==> config.mk <==
export PLATFORM = sky130hd
export DESIGN_NAME = lrc_ctrl
export DESIGN_NICKNAME = d
export VERILOG_FILES = /design/src/design/linear_regression_correlation_macros.svh /design/src/design/lrc_pkg.sv /design/src/design/lrc_ctrl.sv
export SDC_FILE = /design/constraint.sdc
export NUM_CORES = 1
export LEC_CHECK = 0
export ABC_AREA = 1
export BUFFER_PORTS_ARGS = -buffer_cell sky130_fd_sc_hd__buf_2
export CAP_MARGIN = 20
export CORE_MARGIN = 4
export CORE_UTILIZATION = 30
export CTS_CLUSTER_DIAMETER = 50
export CTS_CLUSTER_SIZE = 14
export DETAILED_ROUTE_END_ITERATION = 10
export GPL_ROUTABILITY_DRIVEN = 0
export PLACE_DENSITY = 0.52
export SYNTH_ARGS = -nofsm -noshare
export SYNTH_HDL_FRONTEND = slang
export SYNTH_SLANG_ARGS = --single-unit
==> constraint.sdc <==
create_clock -name clk -period 1.84 [get_ports clk]
set_clock_uncertainty 0.05 [all_clocks]
set_input_delay 0.368 -clock clk [delete_from_list [all_inputs] [get_ports clk]]
set_output_delay 0.368 -clock clk [all_outputs]
set_load 0.05 [all_outputs]
==> src/design/linear_regression_correlation_macros.svh <==
// assertion macros shared by the line fit block
`ifndef LINEAR_REGRESSION_CORRELATION_MACROS_SVH
`define LINEAR_REGRESSION_CORRELATION_MACROS_SVH

// same-cycle implication, checked on every rising edge outside reset
`define LRC_ASSERT_IMP(label, ante, cons, msg) \
    label: assert property (@(posedge clk) disable iff (!rst_n) (ante) |-> (cons)) \
        else $error(msg);

// next-cycle implication, checked on every rising edge outside reset
`define LRC_ASSERT_NXT(label, ante, cons, msg) \
    label: assert property (@(posedge clk) disable iff (!rst_n) (ante) |=> (cons)) \
        else $error(msg);

`endif

==> src/design/lrc_pkg.sv <==
// types, widths and operation codes of the line fit block
`timescale 1ns / 1ps

package lrc_pkg;

    // sample and count widths
    localparam int SAMPLE_W   = 16;
    localparam int COUNT_LOG2 = 16;
    localparam int CNT_W      = COUNT_LOG2 + 1;

    // running sum widths
    localparam int SUM_W = SAMPLE_W + COUNT_LOG2 + 1;
    localparam int SQ_W  = 2 * SAMPLE_W + COUNT_LOG2 - 1;
    localparam int XY_W  = 2 * SAMPLE_W + COUNT_LOG2;

    // width of the shared arithmetic, holds the product of two determinants
    localparam int WIDE_W     = 4 * (SAMPLE_W + COUNT_LOG2);
    localparam int ROOT_W     = WIDE_W / 2;
    localparam int DIV_CNT_W  = $clog2(WIDE_W + 1);
    localparam int ROOT_CNT_W = $clog2(ROOT_W + 1);

    // result formats
    localparam int Q_W       = 48;
    localparam int CORR_W    = 16;
    localparam int FRAC_Q    = 16;
    localparam int FRAC_CORR = 14;

    typedef struct packed {
        logic signed [SAMPLE_W-1:0] x_value;
        logic signed [SAMPLE_W-1:0] y_value;
        logic                       last;
    } sample_t;

    typedef struct packed {
        logic signed [Q_W-1:0]    intercept;
        logic signed [Q_W-1:0]    slope;
        logic signed [CORR_W-1:0] correlation;
        logic                     degenerate;
        logic                     corr_undefined;
    } result_t;

    // multiplications in issue order, pairs whose products are subtracted
    typedef enum logic [3:0] {
        MUL_N_SXX  = 4'd0,
        MUL_SX_SX  = 4'd1,
        MUL_SXX_SY = 4'd2,
        MUL_SX_SXY = 4'd3,
        MUL_N_SXY  = 4'd4,
        MUL_SX_SY  = 4'd5,
        MUL_N_SYY  = 4'd6,
        MUL_SY_SY  = 4'd7,
        MUL_DET_VY = 4'd8
    } mul_op_t;

    typedef enum logic [1:0] {
        DIV_INTERCEPT = 2'd0,
        DIV_SLOPE     = 2'd1,
        DIV_CORR      = 2'd2
    } div_op_t;

    // controller to datapath
    typedef struct packed {
        logic    acc_en;
        logic    acc_clear;
        logic    res_clear;
        logic    mul_start;
        mul_op_t mul_sel;
        logic    mul_commit;
        logic    div_start;
        div_op_t div_sel;
        logic    div_commit;
        logic    root_start;
        logic    set_degen;
        logic    set_undef;
        logic    out_load;
    } cmd_t;

    // datapath to controller
    typedef struct packed {
        logic mul_busy;
        logic div_busy;
        logic root_busy;
        logic det_zero;
        logic vy_zero;
        logic root_zero;
        logic out_free;
    } status_t;

endpackage

==> src/design/lrc_ctrl.sv <==
// controller: accumulation, then the multiply, divide and root sequence of a data set
`timescale 1ns / 1ps

module lrc_ctrl (
    input  logic             clk,
    input  logic             rst_n,
    input  logic             sample_valid,
    input  logic             sample_last,
    output logic             sample_ready,
    input  lrc_pkg::status_t status,
    output lrc_pkg::cmd_t    cmd
);

    typedef enum logic [7:0] {
        ST_ACC        = 8'b0000_0001,
        ST_MUL_ISSUE  = 8'b0000_0010,
        ST_MUL_WAIT   = 8'b0000_0100,
        ST_DIV_ISSUE  = 8'b0000_1000,
        ST_DIV_WAIT   = 8'b0001_0000,
        ST_ROOT_ISSUE = 8'b0010_0000,
        ST_ROOT_WAIT  = 8'b0100_0000,
        ST_RESULT     = 8'b1000_0000
    } state_t;

    state_t           state_reg, state_next;
    lrc_pkg::mul_op_t mix_reg, mix_next;
    lrc_pkg::div_op_t dix_reg, dix_next;

    // sequencing
    always_comb
    begin
        state_next   = state_reg;
        mix_next     = mix_reg;
        dix_next     = dix_reg;
        sample_ready = 1'b0;
        cmd          = '0;
        cmd.mul_sel  = mix_reg;
        cmd.div_sel  = dix_reg;
        unique case (state_reg)
            ST_ACC:
            begin
                sample_ready = 1'b1;
                if (sample_valid)
                begin
                    cmd.acc_en = 1'b1;
                    if (sample_last)
                    begin
                        cmd.res_clear = 1'b1;
                        mix_next      = lrc_pkg::MUL_N_SXX;
                        state_next    = ST_MUL_ISSUE;
                    end
                end
            end
            ST_MUL_ISSUE:
            begin
                // determinant is known once its pair is stored
                if (mix_reg == lrc_pkg::MUL_SXX_SY && status.det_zero)
                begin
                    cmd.set_degen = 1'b1;
                    state_next    = ST_RESULT;
                end
                else
                begin
                    cmd.mul_start = 1'b1;
                    state_next    = ST_MUL_WAIT;
                end
            end
            ST_MUL_WAIT:
            begin
                if (!status.mul_busy)
                begin
                    cmd.mul_commit = 1'b1;
                    priority if (mix_reg == lrc_pkg::MUL_SY_SY)
                    begin
                        dix_next   = lrc_pkg::DIV_INTERCEPT;
                        state_next = ST_DIV_ISSUE;
                    end
                    else if (mix_reg == lrc_pkg::MUL_DET_VY)
                    begin
                        state_next = ST_ROOT_ISSUE;
                    end
                    else
                    begin
                        mix_next   = lrc_pkg::mul_op_t'(mix_reg + 4'd1);
                        state_next = ST_MUL_ISSUE;
                    end
                end
            end
            ST_DIV_ISSUE:
            begin
                if (dix_reg == lrc_pkg::DIV_CORR && status.root_zero)
                begin
                    state_next = ST_RESULT;
                end
                else
                begin
                    cmd.div_start = 1'b1;
                    state_next    = ST_DIV_WAIT;
                end
            end
            ST_DIV_WAIT:
            begin
                if (!status.div_busy)
                begin
                    cmd.div_commit = 1'b1;
                    unique case (dix_reg)
                        lrc_pkg::DIV_INTERCEPT:
                        begin
                            dix_next   = lrc_pkg::DIV_SLOPE;
                            state_next = ST_DIV_ISSUE;
                        end
                        lrc_pkg::DIV_SLOPE:
                        begin
                            if (status.vy_zero)
                            begin
                                cmd.set_undef = 1'b1;
                                state_next    = ST_RESULT;
                            end
                            else
                            begin
                                mix_next   = lrc_pkg::MUL_DET_VY;
                                state_next = ST_MUL_ISSUE;
                            end
                        end
                        lrc_pkg::DIV_CORR:
                        begin
                            state_next = ST_RESULT;
                        end
                        default:
                        begin
                            state_next = ST_RESULT;
                        end
                    endcase
                end
            end
            ST_ROOT_ISSUE:
            begin
                cmd.root_start = 1'b1;
                state_next     = ST_ROOT_WAIT;
            end
            ST_ROOT_WAIT:
            begin
                if (!status.root_busy)
                begin
                    dix_next   = lrc_pkg::DIV_CORR;
                    state_next = ST_DIV_ISSUE;
                end
            end
            ST_RESULT:
            begin
                // hand over the result and start a fresh data set
                if (status.out_free)
                begin
                    cmd.out_load  = 1'b1;
                    cmd.acc_clear = 1'b1;
                    state_next    = ST_ACC;
                end
            end
            default:
            begin
                state_next = ST_ACC;
            end
        endcase
    end

    always_ff @(posedge clk or negedge rst_n)
    begin
        if (!rst_n)
        begin
            state_reg <= ST_ACC;
            mix_reg   <= lrc_pkg::MUL_N_SXX;
            dix_reg   <= lrc_pkg::DIV_INTERCEPT;
        end
        else
        begin
            state_reg <= state_next;
            mix_reg   <= mix_next;
            dix_reg   <= dix_next;
        end
    end

endmodule

==> results of run 1 <==
==> worst max-delay path by stage <==
stage	to	slack [ns]	cells past startpoint
floorplan	cmd[1]	-0.06	3
global placement	cmd[2]	0.12	7
detailed placement	cmd[2]	0.08	7
CTS	cmd[2]	-0.07	7
global route	cmd[2]	-0.05	7
finish	cmd[2]	0.02	7
==> report_power, final <==
| part | internal, mW | switching, mW |
|---|---|---|
| clock | 0.153 | 0.117 |
| combinational | 0.370 | 0.683 |
| sequential | 0.357 | 0.0276 |
| total | 0.880 | 0.828 |
==> layer usage <==
metal  vias up  global-route usage (%)  share of wire, %
met5         -                       0                 0
li1        597                       -                 -
met3         5                    2.17               3.2
met4         0                    5.11               1.5
met2        19                    20.9                50
met1       537                    16.2                45
==> area by class of cell <==
| cell class | instances | share of cell area (%) |
|---|---|---|
| clock buffer | 4 | 2.60 |
| inverter | 24 | 5.56 |
| multi-input combinational | 119 | 46.7 |
| sequential | 14 | 20.4 |
| tap | 48 | 3.47 |
| timing repair buffer | 48 | 21.2 |
==> tightest hold or removal path: stages <==
cell,delay (ns)
buf_2,0.10
nand3_2,0.09
nand2_1,0.06
==> synthesized netlist by cell type (all sizes together) <==
| cell type | count | area share, % |
|---|---|---|
| o211ai | 1 | 0.66 |
| dfrtp | 13 | 28 |
| buf | 1 | 0.66 |
| xor2 | 1 | 0.77 |
| inv | 24 | 8.1 |
| ha | 3 | 3.3 |
| nor2 | 29 | 16 |
| a21oi | 1 | 0.44 |
| nor3 | 2 | 0.88 |
| nor3b | 1 | 0.66 |
| nand4 | 2 | 1.1 |
| nand3 | 19 | 9.6 |
| nand2 | 54 | 23 |
| o21ai | 3 | 1.3 |
| dfstp | 1 | 2.3 |
| nand3b | 3 | 2.0 |
==> repair_timing <==
action / in CTS / in global routing
setup endpoints to repair: 12 / 12
resized for setup: 24 / 25
hold buffers: 1 / 0
pin swaps: 6 / 7
endpoints found under the hold margin: 13 / 0
buffers inserted: 5 / 10
==> cells by family after synthesis <==
| family | Yosys count | share of synthesized area, % |
|---|---|---|
| AO/OA/AOI/OAI | 5 | 2.41 |
| XOR/XNOR | 1 | 0.766 |
| adder cells (fa/ha/maj) | 3 | 3.28 |
| buffers and inverters | 25 | 8.75 |
| flip-flops | 14 | 30.7 |
| AND/OR/NAND/NOR | 110 | 54.0 |
==> cell usage in the layout (no fill, tap or decap), types with 3 or more instances in the layout <==
| cell | instances |
|---|---|
| buf_6 | 8 |
| dfrtp_1 | 11 |
| nand2_4 | 10 |
| clkbuf_8 | 3 |
| nor2_2 | 5 |
| nand3_2 | 4 |
| nand2_2 | 7 |
| o21ai_0 | 3 |
| nor2_8 | 3 |
| nand2_1 | 37 |
| nor2_1 | 12 |
| buf_4 | 21 |
| nand3_1 | 15 |
| nor2_4 | 9 |
| inv_2 | 10 |
| buf_2 | 16 |
| inv_1 | 12 |
| nand3b_1 | 3 |
==> flow_summary_export.csv, run 1 <==
group,metric,value,unit
route,wl_per_cell,11.5,µm
floorplan,die_h,69.7,µm
finish,area.growth.synth_to_final,51.5,%
route,antenna_left,0,
timing,fin_ws,0.0166,ns
finish,final-instance-count-excl-fill,257,
logic_synthesis,synthCells,158,
critical_path,cp-start-kind,"flip-flop",
critical_path,crit_path_top_delay_cell,"dfrtp_2",
power_and_ir_drop,fin_total_pwr,1.71,mW
timing,max_clock_freq,548,MHz
critical_path,end_kind,"output pin",
critical_path,critical_path.max_stage_delay,0.41,ns
finish,register_area,354,µm²
critical_path,critPathKind,"flip-flop to output pin",
timing,relSlewSlack,77.5,%
power_and_ir_drop,power_density,986,nW/µm²
route,wirelength,2940,µm
clocking,clockRootBuffer,"clkbuf_8",
clocking,cts_buffers,3,
logic_synthesis,ys_warn_count,0,
placed_design,hpwl,2320,µm
floorplan,die_area,4860,µm²
clocking,htree_num_levels,1,
critical_path,cp.required,1.42,ns
worst_hold_path,whs_path_depth,3,
finish,fin_nets,224,
critical_path,r2r-end,"mix_reg[1]",
timing,finalHoldViolations,0,
grt,grt_pass1_vias,1070,
grt,gr-usage-all-layers,12.6,%
power_and_ir_drop,ir_worst_vdd,344,µV
finish,final_area,1730,µm²
worst_hold_path,holdCritStartpoint,"status[4]",
placed_design,pre_cts_ws,0.0848,ns
placed_design,placed_area,1400,µm²
finish,largest_reg_flops,8,
timing,finalSetupViolCount,0,
logic_synthesis,synth_nets,172,
critical_path,cp_max_fo,2,
worst_hold_path,hold_end,"state_reg[6]",
logic_synthesis,ys_ff_latch,14,
grt,overflow,0,
critical_path,r2r_start,"mix_reg[1]",
floorplan,core_area,3660,µm²
logic_synthesis,ys_seq_area_share,30.7,%
floorplan,die_x,69.7,µm
run_status,status,"completed",
floorplan,fp-row-count,22,
grt,grt_start_max_net_pins,15,
clocking,ctsLongestPathBuffers,2,
timing,rsz0062_at_grt,"yes",
route,drc,0,
finish,drive_gt1_share,50.7,%
grt,grt_pass1_wl,4900,µm
worst_hold_path,worstHoldPathType,"input port to flip-flop",
floorplan,initial_core_util,31.2,%
grt,antenna_found_initial,0,
floorplan,io_pins,29,
finish,fillers,353,
timing,fin_crit_sh,99.1,%
clocking,clk_pin_slew,0.06,ns
route,vias_per_cell,4.51,
critical_path,crit_chain,"inv_2, ha_4, nand2_4, nor3_4, nand3_2, clkinvlp_4, buf_8",
run,maxCapViolCount,0,
timing,fin_crit,1.82,ns
timing,timing.hold.ws,0.366,ns
critical_path,arrival,1.41,ns
clocking,clkSinkCount,14,
power_and_ir_drop,leakage,0.923,nW
route,vias,1158,
critical_path,critical-path-top-delay-family,"flip-flops",
logic_synthesis,avgSynthCellArea,7.24,µm²
route,drt_iter0_drc,30,
finish,utilization,47.3,%
placed_design,portBuffers,28,
timing,tightest_slew,0.337,ns
logic_synthesis,yosys.cell_types.count,23,
placed_design,dp_cells,237,
finish,multi_input_area,810,µm²
critical_path,ff2ff_setup_slack,0.11,ns
critical_path,startpoint,"mix_reg[0]",
clocking,clkLatencyLatePin,0.25,ns
route,first_pass_iters,4,
finish,n_antenna_cell,0,
timing,timing.final.max_slew_violations,0,
logic_synthesis,synth_area,1140,µm²
clocking,cts_tree,"built",
timing,fin_tns_setup,0,ns
critical_path,rr_worst_depth,11,
critical_path,cp_num_buf_inv,3,
Power figures use the tool's default switching activity.
==> inputs of run 2 (changes only) <==
ABC_AREA = 0   (was 1)
PLACE_DENSITY = 0.53   (was 0.52)
==> run 2 against run 1 <==
  * The run now ends with setup timing left
  * Synthesized cell count down 35%
  * Largest cell class unchanged
  * Clock power down 14%
  * Critical path depth down 2
  * Register-to-register slack worse by 0.39 ns
  * Area after synthesis down 11%
  * Worst setup slack worse by 0.36 ns
  * Via count about the same
  * Critical endpoint is now cmd[14]
  * Count of clock-buffer cells in the layout unchanged
  * Core utilization up 18 points
  * Combinational power up 50%
  * Highest routed layer unchanged
  * Cell area up 19%
  * Non-clock buffer count up 40
==> flow_summary_export.csv, run 2 <==
group,metric,value,unit
floorplan,die_h,66.3,µm
logic_synthesis,synth_nets,116,
logic_synthesis,ys_warn_count,0,
finish,utilization,65.4,%
placed_design,portBuffers,28,
critical_path,ff2ff_setup_slack,-0.28,ns
finish,fin_nets,207,
power_and_ir_drop,power_density,1080,nW/µm²
route,wirelength,3570,µm
finish,largest_reg_flops,8,
logic_synthesis,ys_seq_area_share,34.5,%
floorplan,die_area,4390,µm²
clocking,cts_buffers,3,
power_and_ir_drop,leakage,0.950,nW
route,drc,0,
worst_hold_path,hold_end,"state_reg[4]",
finish,final_common_cell,"buf_4",
run_status,violations,"setup timing",
worst_hold_path,worstHoldPathType,"input port to flip-flop",
critical_path,end_kind,"output pin",
clocking,clkSinkCount,14,
logic_synthesis,synthCells,102,
clocking,clk_pin_slew,0.10,ns
logic_synthesis,synth-edff-count,0,
critical_path,arrival,1.77,ns
critical_path,rr_worst_depth,9,
logic_synthesis,ys_async_sr_fraction,100,%
grt,grt_pass1_vias,1167,
route,first_pass_iters,4,
placed_design,hpwl,2580,µm
critical_path,r2r-end,"mix_reg[3]",
logic_synthesis,yosysTopAreaCellShare,31.9,%
route,vias,1159,
logic_synthesis,yosysMostFrequentCell,"dfrtp_1",
route,drt_iter0_drc,65,
worst_hold_path,whs_path_depth,4,
placed_design,placed_area,1600,µm²
timing,fin_ws,-0.344,ns
logic_synthesis,yosys-top-cells-area,"dfrtp_1 (32%), nor4_4 (4.2%), nand3_1 (3.9%), ha_1 (3.7%), nand2_1 (3.3%)",
grt,grt_pass1_wl,5570,µm
timing,fin_crit_sh,119,%
critical_path,cp_max_fo,4,
logic_synthesis,ys.flop_type,"dfrtp_1",
run,maxCapViolCount,0,
floorplan,core_area,3150,µm²
timing,timing.final.max_slew_violations,0,
finish,area.growth.synth_to_final,102,%
route,wl_per_cell,15.1,µm
clocking,clkLatencyLatePin,0.29,ns
route,vias_per_cell,4.91,
critical_path,critPathKind,"flip-flop to output pin",
logic_synthesis,synth_area,1020,µm²
timing,fin_tns_setup,-4.86,ns
grt,gr-usage-all-layers,16.8,%
logic_synthesis,avgSynthCellArea,9.99,µm²
timing,tightest_slew,0.349,ns
timing,finalSetupViolCount,21,
logic_synthesis,synthTopCellsByCount,"dfrtp_1 (13), nand2_1 (9), nor2_1 (9)",
timing,fin_crit,2.18,ns
grt,antenna_found_initial,0,
logic_synthesis,yosys.cell_types.count,42,
power_and_ir_drop,ir_worst_vdd,619,µV
clocking,clockRootBuffer,"clkbuf_4",
clocking,htree_num_levels,1,
finish,layout_common_cells,"buf_4 (48), buf_6 (19), buf_2 (16), dfrtp_2 (7), dfrtp_1 (6)",
timing,rsz0062_at_grt,"yes",
finish,n_antenna_cell,0,
finish,drive_gt1_share,74.5,%
floorplan,initial_core_util,32.3,%
logic_synthesis,synth_top_cell_by_area,"dfrtp_1",
logic_synthesis,ys_ff_latch,14,
floorplan,die_x,66.3,µm
clocking,cts_tree,"built",
worst_hold_path,holdCritStartpoint,"status[5]",
critical_path,cp.required,1.42,ns
timing,finalHoldViolations,0,
grt,grt_start_max_net_pins,15,
critical_path,cp-start-kind,"flip-flop",
placed_design,pre_cts_ws,-0.346,ns
timing,max_clock_freq,458,MHz
grt,overflow,0,
floorplan,io_pins,29,
timing,relSlewSlack,76.7,%
route,antenna_left,0,
power_and_ir_drop,fin_total_pwr,2.23,mW
critical_path,r2r_start,"state_reg[6]",
clocking,ctsLongestPathBuffers,2,
floorplan,fp-row-count,20,
finish,fillers,259,
run_status,status,"finished, violations left",
finish,final_area,2060,µm²
[run 2: cell count changes in the layout (fill, tap and decap cells not counted), sizes merged, moves of 2 or more]
cell    change
mux2i       +3
and3        +5
nand3       -9
inv        -19
buf        +40
and2        +2
nor4        +2
nor3        +3
nor4bb      +2
nand4b      +2
nand2      -45
nor4b       +5
nor2       -20
nand2b      +2
[run 2: logic make-up after synthesis]
family          share of synthesized area [%]
xor+xnor                                0.860
mux                                      4.05
compound gates                           9.58
fa+ha+maj                                3.69
flops                                    34.5
simple gates                             44.0
buf+inv                                  3.32
[run 2: through the flow]
step / cells / hold slack, ns
finish: 236 / 0.438
global route: 236 / 0.428
CTS: 230 / 0.419
detailed placement: 210 / 0.240
global placement: 210 / 0.245
floorplan: 102 / 0.0224
[run 2: what timing repair did]
action | 4_1_cts | 5_1_grt
pin swaps | 14 | 14
hold endpoints to repair | 13 | 0
gates resized for setup | 47 | 26
gates cloned | 0 | 0
buffers inserted | 16 | 9
hold buffers | 1 | 0
endpoints found under the setup margin | 22 | 23
[run 2: power by group]
group	leakage [nW]	internal (mW)	switching (mW)
Clock	0.0210	0.120	0.111
Sequential	0.178	0.366	0.0638
Combinational	0.751	0.791	0.782
[run 2: worst max path at each step]
stage	startpoint	endpoint	cells after the start
finish	state_reg[2]	cmd[14]	5
CTS	state_reg[4]	cmd[2]	5
global placement	state_reg[1]	mix_reg[2]	7
global route	state_reg[5]	cmd[2]	5
floorplan	state_reg[4]	state_reg[7]	5
detailed placement	state_reg[1]	mix_reg[2]	7
[run 2: area by class of cell]
type,count,area [µm²],share of cell area [%]
Multi-Input combinational cell,82,871,42.2
Clock buffer,4,36.3,1.76
Timing Repair Buffer,88,724,35.1
Tap cell,44,55.1,2.67
Inverter,4,15.0,0.728
Sequential cell,14,360,17.5
[run 2: worst max-delay path, stage by stage, from the launching register on]
cell and delay (ns):
dfrtp_2 0.44, nor4_4 0.28, buf_4 0.18, and4b_4 0.25, and3_4 0.19, buf_8 0.14
[run 2: per-layer routing]
layer	wire length (µm)	global-route usage, %
met5	0	0
met1	1500	21.5
met2	1920	29.9
met4	23	3.81
met3	121	2.04
==> inputs of run 3 (changes only) <==
SKIP_CTS_REPAIR_TIMING = 1   (was not set)
==> run 3 against run 2 <==
  * The run still ends with setup timing left
  * Combinational power decreased by 11%
  * Register-to-register slack about the same
  * Worst setup slack worse by 0.033 ns
  * Critical endpoint unchanged
  * Highest routed layer unchanged
==> flow_summary_export.csv, run 3 (synthesis gave the netlist of run 2 again) <==
group,metric,value,unit
critical_path,critPathKind,"flip-flop to output pin",
clocking,clkLatencyLatePin,0.28,ns
timing,fin_crit,2.22,ns
grt,antenna_found_initial,0,
route,wl_met2,1730,µm
power_and_ir_drop,power_density,1090,nW/µm²
finish,largest_reg_flops,8,
clocking,clkSinkCount,14,
run_status,status,"finished, violations left",
worst_hold_path,holdCritStartpoint,"status[4]",
timing,finalSetupViolCount,19,
route,wl_per_cell,14.8,µm
power_and_ir_drop,ir_worst_vdd,656,µV
timing,relSlewSlack,77.3,%
timing,fin_ws,-0.378,ns
finish,fin_nets,195,
timing,fin_crit_sh,121,%
critical_path,end_kind,"output pin",
clocking,cts_tree,"built",
finish,area.growth.synth_to_final,85.1,%
critical_path,startpoint,"state_reg[3]",
critical_path,rr_worst_depth,8,
route,wirelength,3310,µm
critical_path,r2r-end,"mix_reg[2]",
floorplan,die_x,66.3,µm
run,maxCapViolCount,0,
placed_design,portBuffers,28,
finish,final-instance-count-excl-fill,224,
floorplan,fp-row-count,20,
finish,utilization,59.8,%
worst_hold_path,hold_end,"state_reg[6]",
clocking,htree_num_levels,1,
grt,grt_pass1_vias,1049,
grt,gr-usage-all-layers,15.1,%
placed_design,pre_cts_ws,-0.346,ns
route,highest_layer,"met4",
finish,layout_common_cells,"buf_4 (42), buf_2 (17), buf_6 (9), dfrtp_2 (8)",
finish,drive_gt1_share,70.0,%
worst_hold_path,worstHoldPathType,"input port to flip-flop",
timing,max_clock_freq,451,MHz
finish,fillers,288,
finish,final_common_cell,"buf_4",
route,first_pass_iters,4,
grt,grt_start_max_net_pins,15,
finish,n_antenna_cell,0,
timing,tightest_slew,0.340,ns
power_and_ir_drop,leakage,0.869,nW
worst_hold_path,whs_path_depth,4,
grt,overflow,0,
grt,grt_pass1_wl,5020,µm
clocking,cts_buffers,3,
run_status,violations,"setup timing",
floorplan,io_pins,29,
clocking,clk_pin_slew,0.09,ns
clocking,clockRootBuffer,"clkbuf_4",
critical_path,ff2ff_setup_slack,-0.28,ns
critical_path,arrival,1.80,ns
timing,rsz0062_at_grt,"yes",
clocking,ctsLongestPathBuffers,2,
placed_design,dp_cells,210,
floorplan,die_h,66.3,µm
critical_path,cp.required,1.42,ns
placed_design,hpwl,2580,µm
floorplan,core_area,3150,µm²
floorplan,initial_core_util,32.3,%
route,met3_length,79,µm
route,vias_per_cell,4.85,
route,wl_met1,1460,µm
timing,finalHoldViolations,0,
floorplan,die_area,4390,µm²
timing,timing.final.max_slew_violations,0,
route,antenna_left,0,
route,drc,0,
route,drt_iter0_drc,28,
route,vias,1086,
critical_path,r2r_start,"state_reg[7]",
critical_path,cp_max_fo,6,
critical_path,cp-start-kind,"flip-flop",
==> run 3: routing by layer <==
metal	GRT usage, %	vias to the layer above
li1	-	539
met1	19.9	526
met2	25.3	17
met3	2.04	4
met4	4.57	0
met5	0	-
==> run 3: final cells by class <==
class	instances	area [µm²]	area share [%]
well taps	44	55.1	2.92
clock buffers	4	36.3	1.92
flip-flops and latches	14	362	19.2
repair buffers	76	609	32.3
multi-input cells	82	808	42.9
inverters	4	15.0	0.796
==> run 3: critical path, cell delays in order (launching register included) <==
cell,delay (ns)
dfrtp_2,0.44
nor4_4,0.27
buf_4,0.19
and4b_4,0.28
and3_4,0.19
buf_8,0.14
==> run 3: power by group <==
group          internal, mW  leakage [nW]  switching (mW)
sequential            0.366         0.176          0.0723
clock                 0.120        0.0210           0.106
combinational         0.670         0.671           0.728
==> run 3: stage by stage <==
| step | instance area, µm² | TNS, ns | power, mW | hold slack, ns |
|---|---|---|---|---|
| 4_1_cts | 1630 | -7.18 | 1.81 | -0.0719 |
| 2_1_floorplan | 1140 | -2.15 | 1.15 | 0.0224 |
| 6_report | 1890 | -4.90 | 2.06 | 0.414 |
| 5_1_grt | 1890 | -7.12 | 2.19 | 0.418 |
| 3_5_place_dp | 1600 | -3.06 | 1.58 | 0.240 |
| 3_3_place_gp | 1600 | -2.63 | 1.56 | 0.245 |
==> run 3: worst max-delay path by stage <==
stage / endpoint / slack, ns / depth (start not counted)
after floorplan: state_reg[7] / -0.29 / 5
after global placement: mix_reg[2] / -0.32 / 7
after detailed placement: mix_reg[2] / -0.35 / 7
after CTS: cmd[14] / -0.54 / 5
after global routing: cmd[8] / -0.47 / 6
final: cmd[14] / -0.38 / 5
